File: src/hw/rtl/assert_macros.svh
// assertion macros shared by the ring buffer rtl
// no dependencies; the assertion bodies drop out when SYNTH is defined
`ifndef ASSERT_MACROS_SVH
`define ASSERT_MACROS_SVH
`ifndef SYNTH
// property checked on every rising edge outside reset
`define ASSERT_CLK(lbl, clk, rst_n, prop) \
	lbl: assert property (@(posedge clk) disable iff (!rst_n) (prop)) \
		else $error("assertion failed");
// condition that must never be seen outside reset
`define ASSERT_NEVER(lbl, clk, rst_n, expr) \
	lbl: assert property (@(posedge clk) disable iff (!rst_n) !(expr)) \
		else $error("forbidden condition seen");
`else
`define ASSERT_CLK(lbl, clk, rst_n, prop)
`define ASSERT_NEVER(lbl, clk, rst_n, expr)
`endif
`endif

File: src/hw/rtl/vlmrb_pkg.sv
// shared types and constants for the variable-length message ring buffer
// no dependencies; imported by the interfaces, controller, datapath and top level of the block
`default_nettype none

package vlmrb_pkg;

	localparam int OP_W = 2;
	localparam int BYTE_W = 8;
	localparam int LEN_W = 12;
	localparam int STATUS_W = 3;
	localparam int HI_W = LEN_W - BYTE_W;

	localparam int STORE_BYTES_DEF = 4096;
	localparam int HEADER_BYTES_DEF = 4;
	// free space must exceed the length plus this many headers
	localparam int HEADER_SLACK = 3;

	localparam logic [OP_W-1:0] OP_WRITE = 2'd0;
	localparam logic [OP_W-1:0] OP_READ = 2'd1;
	localparam logic [OP_W-1:0] OP_PEEK = 2'd2;

	localparam logic [STATUS_W-1:0] ST_OK = 3'd0;
	localparam logic [STATUS_W-1:0] ST_NOSPACE = 3'd1;
	localparam logic [STATUS_W-1:0] ST_EMPTY = 3'd2;
	localparam logic [STATUS_W-1:0] ST_ZERO = 3'd3;
	localparam logic [STATUS_W-1:0] ST_DROPPED = 3'd4;

	// header byte 1: marker flag on top, length bits 11..8 below
	localparam int MARK_BIT = BYTE_W - 1;
	localparam logic [BYTE_W-1:0] HDR_MARK = 8'h80;
	localparam logic [BYTE_W-1:0] MARK_LEN = 8'h01;

	typedef enum logic [3:0] {
		A_WO     = 4'd0,
		A_WO1    = 4'd1,
		A_WO_H   = 4'd2,
		A_WPTR   = 4'd3,
		A_HPOS   = 4'd4,
		A_HPOS1  = 4'd5,
		A_HPOS_H = 4'd6,
		A_RDP    = 4'd7,
		A_ONE    = 4'd8
	} addr_sel_t;

	typedef enum logic [2:0] {
		D_MARK_LO = 3'd0,
		D_MARK_HI = 3'd1,
		D_LEN_LO  = 3'd2,
		D_LEN_HI  = 3'd3,
		D_BYTE    = 3'd4
	} wdata_sel_t;

	typedef struct packed {
		logic load;
		logic mem_we;
		logic mem_re;
		addr_sel_t addr;
		wdata_sel_t wsel;
		logic set_st;
		logic [STATUS_W-1:0] st;
		logic drop_step;
		logic wr_step;
		logic reject;
		logic wo_clear;
		logic wr_first;
		logic hdr_wrap;
		logic hdr_hi;
		logic hdr_done;
		logic rd_step;
		logic out_load;
	} cmd_t;

	typedef struct packed {
		logic op_wr;
		logic op_rd;
		logic op_pk;
		logic send_busy;
		logic dropping;
		logic recv_busy;
		logic len_zero;
		logic empty;
		logic wrap;
		logic fit;
		logic marker;
		logic wrapped;
		logic wo_zero;
		logic hlen_zero;
		logic out_free;
	} sts_t;

endpackage

`default_nettype wire

File: src/hw/rtl/vlmrb_ctrl.sv
// controller of the ring buffer: sequences store accesses and bookkeeping
// depends on vlmrb_pkg (cmd_t, sts_t, status codes) and assert_macros.svh
`default_nettype none
`include "assert_macros.svh"

module vlmrb_ctrl
	import vlmrb_pkg::*;
(
	input  logic clk,
	input  logic arst_n,
	input  logic in_valid,
	output logic in_ready,
	input  sts_t sts,
	output cmd_t cmd
);

	typedef enum logic [10:0] {
		S_IDLE  = 11'b000_0000_0001,
		S_EVAL  = 11'b000_0000_0010,
		S_MARK0 = 11'b000_0000_0100,
		S_MARK1 = 11'b000_0000_1000,
		S_HDR0  = 11'b000_0001_0000,
		S_HDR1  = 11'b000_0010_0000,
		S_WDATA = 11'b000_0100_0000,
		S_HCHK  = 11'b000_1000_0000,
		S_HLO   = 11'b001_0000_0000,
		S_RDATA = 11'b010_0000_0000,
		S_DONE  = 11'b100_0000_0000
	} state_t;

	state_t state_q, state_d;
	logic fit_q, fit_d;

	assign in_ready = (state_q == S_IDLE);

	always_comb begin
		state_d = state_q;
		fit_d = fit_q;
		cmd = '0;
		unique case (state_q)
			S_IDLE: begin
				if (in_valid) begin
					cmd.load = 1'b1;
					state_d = S_EVAL;
				end
			end
			S_EVAL: begin
				state_d = S_DONE;
				priority if (sts.op_wr) begin
					priority if (sts.send_busy && sts.dropping) begin
						cmd.drop_step = 1'b1;
						cmd.set_st = 1'b1;
						cmd.st = ST_DROPPED;
					end else if (sts.send_busy) begin
						cmd.mem_we = 1'b1;
						cmd.addr = A_WPTR;
						cmd.wsel = D_BYTE;
						cmd.wr_step = 1'b1;
					end else if (sts.len_zero) begin
						cmd.set_st = 1'b1;
						cmd.st = ST_ZERO;
					end else begin
						// rejection bookkeeping does not depend on the marker writes
						if (!sts.fit) begin
							cmd.reject = 1'b1;
							cmd.set_st = 1'b1;
							cmd.st = ST_NOSPACE;
						end
						fit_d = sts.fit;
						if (sts.wrap) begin
							state_d = S_MARK0;
						end else if (sts.fit) begin
							state_d = S_HDR0;
						end
					end
				end else if (sts.op_rd) begin
					priority if (sts.recv_busy) begin
						cmd.mem_re = 1'b1;
						cmd.addr = A_RDP;
						state_d = S_RDATA;
					end else if (sts.len_zero) begin
						cmd.set_st = 1'b1;
						cmd.st = ST_ZERO;
					end else if (sts.empty) begin
						cmd.set_st = 1'b1;
						cmd.st = ST_EMPTY;
					end else begin
						cmd.mem_re = 1'b1;
						cmd.addr = A_HPOS1;
						state_d = S_HCHK;
					end
				end else if (sts.op_pk) begin
					if (sts.empty) begin
						cmd.set_st = 1'b1;
						cmd.st = ST_EMPTY;
					end else begin
						cmd.mem_re = 1'b1;
						cmd.addr = A_HPOS1;
						state_d = S_HCHK;
					end
				end else begin
					// unused op: all-zero result
					state_d = S_DONE;
				end
			end
			S_MARK0: begin
				cmd.mem_we = 1'b1;
				cmd.addr = A_WO;
				cmd.wsel = D_MARK_LO;
				state_d = S_MARK1;
			end
			S_MARK1: begin
				cmd.mem_we = 1'b1;
				cmd.addr = A_WO1;
				cmd.wsel = D_MARK_HI;
				cmd.wo_clear = 1'b1;
				state_d = fit_q ? S_HDR0 : S_DONE;
			end
			S_HDR0: begin
				cmd.mem_we = 1'b1;
				cmd.addr = A_WO;
				cmd.wsel = D_LEN_LO;
				state_d = S_HDR1;
			end
			S_HDR1: begin
				cmd.mem_we = 1'b1;
				cmd.addr = A_WO1;
				cmd.wsel = D_LEN_HI;
				state_d = S_WDATA;
			end
			S_WDATA: begin
				cmd.mem_we = 1'b1;
				cmd.addr = A_WO_H;
				cmd.wsel = D_BYTE;
				cmd.wr_first = 1'b1;
				state_d = S_DONE;
			end
			S_HCHK: begin
				// store data is header byte 1 of the candidate message
				priority if (sts.marker && sts.wrapped) begin
					cmd.set_st = 1'b1;
					cmd.st = ST_EMPTY;
					state_d = S_DONE;
				end else if (sts.marker && sts.wo_zero) begin
					cmd.hdr_wrap = 1'b1;
					cmd.set_st = 1'b1;
					cmd.st = ST_EMPTY;
					state_d = S_DONE;
				end else if (sts.marker) begin
					cmd.hdr_wrap = 1'b1;
					cmd.mem_re = 1'b1;
					cmd.addr = A_ONE;
					state_d = S_HCHK;
				end else begin
					cmd.hdr_hi = 1'b1;
					cmd.mem_re = 1'b1;
					cmd.addr = A_HPOS;
					state_d = S_HLO;
				end
			end
			S_HLO: begin
				priority if (sts.hlen_zero) begin
					cmd.set_st = 1'b1;
					cmd.st = ST_EMPTY;
					state_d = S_DONE;
				end else if (sts.op_pk) begin
					cmd.hdr_done = 1'b1;
					state_d = S_DONE;
				end else begin
					cmd.hdr_done = 1'b1;
					cmd.mem_re = 1'b1;
					cmd.addr = A_HPOS_H;
					state_d = S_RDATA;
				end
			end
			S_RDATA: begin
				cmd.rd_step = 1'b1;
				state_d = S_DONE;
			end
			S_DONE: begin
				if (sts.out_free) begin
					cmd.out_load = 1'b1;
					state_d = S_IDLE;
				end
			end
			default: begin
				state_d = S_IDLE;
			end
		endcase
	end

	always_ff @(posedge clk or negedge arst_n) begin
		if (!arst_n) begin
			state_q <= S_IDLE;
			fit_q <= 1'b0;
		end else begin
			state_q <= state_d;
			fit_q <= fit_d;
		end
	end

	`ASSERT_CLK(a_accept_to_eval, clk, arst_n, (in_valid && in_ready) |=> (state_q == S_EVAL))
	`ASSERT_CLK(a_done_waits, clk, arst_n, (state_q == S_DONE && !sts.out_free) |=> (state_q == S_DONE))
	`ASSERT_NEVER(a_mem_rw_clash, clk, arst_n, cmd.mem_we && cmd.mem_re)

endmodule

`default_nettype wire

File: config.mk
export PLATFORM = sky130hd
export DESIGN_NAME = vlmrb_ctrl
export DESIGN_NICKNAME = d
export VERILOG_FILES = /design/src/hw/rtl/vlmrb_pkg.sv /design/src/hw/rtl/vlmrb_ctrl.sv
export VERILOG_INCLUDE_DIRS = /design/src /design/src/hw/rtl
export SDC_FILE = /design/constraint.sdc
export NUM_CORES = 1
export LEC_CHECK = 0
export BUFFER_PORTS_ARGS = -buffer_cell sky130_fd_sc_hd__buf_2
export CORE_MARGIN = 2
export CORE_UTILIZATION = 33
export CTS_CLUSTER_SIZE = 28
export DETAILED_ROUTE_END_ITERATION = 7
export PLACE_DENSITY = 0.68
export SYNTH_ARGS = -nofsm -noshare
export SYNTH_HDL_FRONTEND = slang
export SYNTH_SLANG_ARGS = --single-unit
File: constraint.sdc
create_clock -name clk -period 2 [get_ports clk]
set_input_delay 0.1 -clock clk [delete_from_list [all_inputs] [get_ports clk]]
set_output_delay 0.1 -clock clk [all_outputs]
set_load 0.005 [all_outputs]
==> results.md <==
- Fraction of layout instances using a drive strength above 1: 51.3%
- Fin. Hold Viols: 0
- RR Startpoint: state_q[7]
- Via density per instance: 5.30
- Fin crit share: 102%
- DP Cell Count: 214
- Critical Path Start: state_q[4]
- Clock root buffer: clkbuf_4
- Net Count, Synth: 146
- Worst hold slack: 0.0155 ns
- Min cycle time layout: 2.04 ns
- Worst IR drop on VDD: 0.236 mV
- Crit-path cells: nor4_4 > and2_4 > and4b_4 > or2_1 > a211o_1 > buf_2
- WL final: 3240 um
- Clk buf depth: 2
- Slowest stage delay, CP: 0.45 ns
- Critical path type: reg -> out
- Synth cell types: 49
- Most common cell in the netlist: nor2_1
- Die width: 61.0 um
- MaxCap Viol Count: 0
- Grt ovf: 0
- Routed Antenna Nets: 0
- Gp weighted congestion: 0.851
- CP required: 1.90 ns
- Core ar.: 3080 um^2
- Area share of the largest cell type after synthesis: 25.7%
- Clk pin slew, worst setup/hold paths: 0.07 ns
- Startpoint types: flop
- Mapped Avg Cell Area: 8.37 um^2
- Finished Core Util: 52.6%
- Number of synthesized register bits: 12
- Area contributors post-synth: dfrtp_1 (26%), nor2_1 (5.6%), nand2b_1 (4.1%)
- First-pass GRT wire length: 4930 um
- HP Start: sts[4]
- Drt drc: 0
- DP Area: 1340 um^2
- Rel. slew slack: 60.9%
- Async SR Flop Fraction: 100%
- Failing checks: negative setup slack
- RSZ-0062 raised after global routing: yes
- Avg WL per Cell: 13.7 um
- Layout Skew: 0.00562 ns
- Synth top cells by count: nor2_1 (16), dfrtp_1 (11), inv_1 (8), o21ai_0 (8)
- 1st-iter DRT viols: 31
- CP max-delay cell: dfrtp_2
- Via count: 1,256
- Gate Count Post-Synth: 128
- Finished Layout Cells: 237
- # rows: 20
- Final Cell Area: 1620 um^2
- Number of global-route vias before repair: 1,171
- DRT Pass-1 Iters: 4
- Number of synthesized flops with an enable pin: 0
- Die ar.: 3720 um^2
- Worst-Margin Slew: 0.581 ns
- Area leader, netlist: dfrtp_1
- Setup WS post-layout: -0.0422 ns
- Ys flop type: dfrtp_1
- Worst Hold Class: in -> reg
- Initial core utilization: 34.8%
- Gr usage total: 17.6%
- IO Port Bufs: 42
- Top Ports: 43
- N_diodes: 0
- Register area share after synthesis: 28.2%
- Synthesized area: 1070 um^2
- CTS tree: done
- Die height: 61.0 um
- P&R area growth vs syn: 51.3%
- Synth warnings: 0
- Clock latency on the worst-skew pair: 0.28 ns
- Final Max Slew Viols: 0
- Pin count of the biggest net entering global routing: 13
- H-tree depth: 1
- Status: finished, violations left
- Max Freq: 490 MHz
- PwrDens: 645 nW/um^2
- Initial antenna violation count: 0
- Pleak: 0.832 nW
- Fillers: 259
- Worst path arrival time: 1.94 ns
- Crit-path max FO: 4
- Num CTS Buffers: 3
- Post-DP HPWL: 2370 um
- Final nets: 212
- Worst Setup End Kind: primary output
- Setup TNS: -0.0492 ns
- Clock Sinks: 12
- Final setup viols: 3
-- power breakdown --
part,internal [mW],switching (mW)
logic,0.256,0.296
registers,0.288,0.0453
clock network,0.0775,0.0819
-- cells in the final DEF, fill, tap and decap left out, types with 2 or more instances in the layout --
master         instances
nand2b_1               7
nor3_4                 2
and2_1                 2
a21o_1                 3
nand4_1                2
buf_2                 42
xor2_1                 2
o21ai_0                6
nor3_2                 3
a211o_1                2
nor2_1                14
inv_1                  7
nor2b_1                4
or2_1                  3
clkbuf_4               3
nand2_1                5
nor4_4                 3
buf_4                 18
dfrtp_1                5
nand3_1                2
dfrtp_2                6
nor4_1                 3
nor3b_1                2
a21oi_1                5
dlygate4sd3_1          2
nor2_2                 2
o21ai_1                2
-- cells by family (layout without fill, tap and decap cells) --
kind of cell           count (synthesis)  after routing  synth area share (%)
XOR/XNOR                               2              2                  1.64
flip-flops                            12             12                  28.2
AO/OA/AOI/OAI                         29             29                  18.8
buffers and inverters                 10             75                  3.62
AND/OR/NAND/NOR                       75             75                  47.8
-- repair_timing --
| item | CTS | global route |
|---|---|---|
| hold buffers | 2 | 0 |
| buffers inserted | 9 | 8 |
| pin swaps | 5 | 4 |
| resized for setup | 7 | 21 |
| setup endpoints to repair | 9 | 16 |
| endpoints found under the hold margin | 13 | 0 |
-- registers in the layout, indices dropped and copies added, names as in the netlist --
register	flops
state_q	11
fit_q	1
-- per-layer routing --
metal	routed length, um	global-route usage (%)	vias to the layer above
li1	-	-	602
met1	1320	21.1	600
met2	1690	31.8	45
met3	156	1.71	9
met4	84	7.45	0
met5	0	0	-
-- stage by stage --
step / power (mW) / setup WS [ns]
2_1_floorplan: 0.600 / 0.402
3_3_place_gp: 0.734 / 0.183
3_5_place_dp: 0.745 / 0.164
4_1_cts: 0.983 / 0.00160
5_1_grt: 1.12 / -0.139
6_report: 1.04 / -0.0422
-- cell type report --
cell class              count  area, um^2  share of cell area (%)
clock buffers               4        26.3                    1.62
well taps                  44        55.1                    3.40
multi-input cells         106         823                    50.8
flip-flops and latches     12         309                    19.1
repair buffers             63         377                    23.2
inverters                   8        30.0                    1.85
-- worst paths after layout --
check / end / slack (ns) / depth (start not counted)
max: cmd[17] / -0.04 / 6
min: state_q[8] / 0.02 / 2
max reg2reg: state_q[10] / 0.23 / 6
min reg2reg: state_q[4] / 0.51 / 1
max in group asynchronous: state_q[0] / 1.50 / 2
min in group asynchronous: state_q[5] / 0.22 / 2
-- worst max-delay path: cells and delay by family (launching register included) --
family / cells / cell delay (ns)
AOI/OAI and AO/OA: 1 / 0.10
buffers and inverters: 1 / 0.10
DFF: 1 / 0.45
and+or+nand+nor: 4 / 1.01
Note: power is estimated with default switching activity, not from simulation.
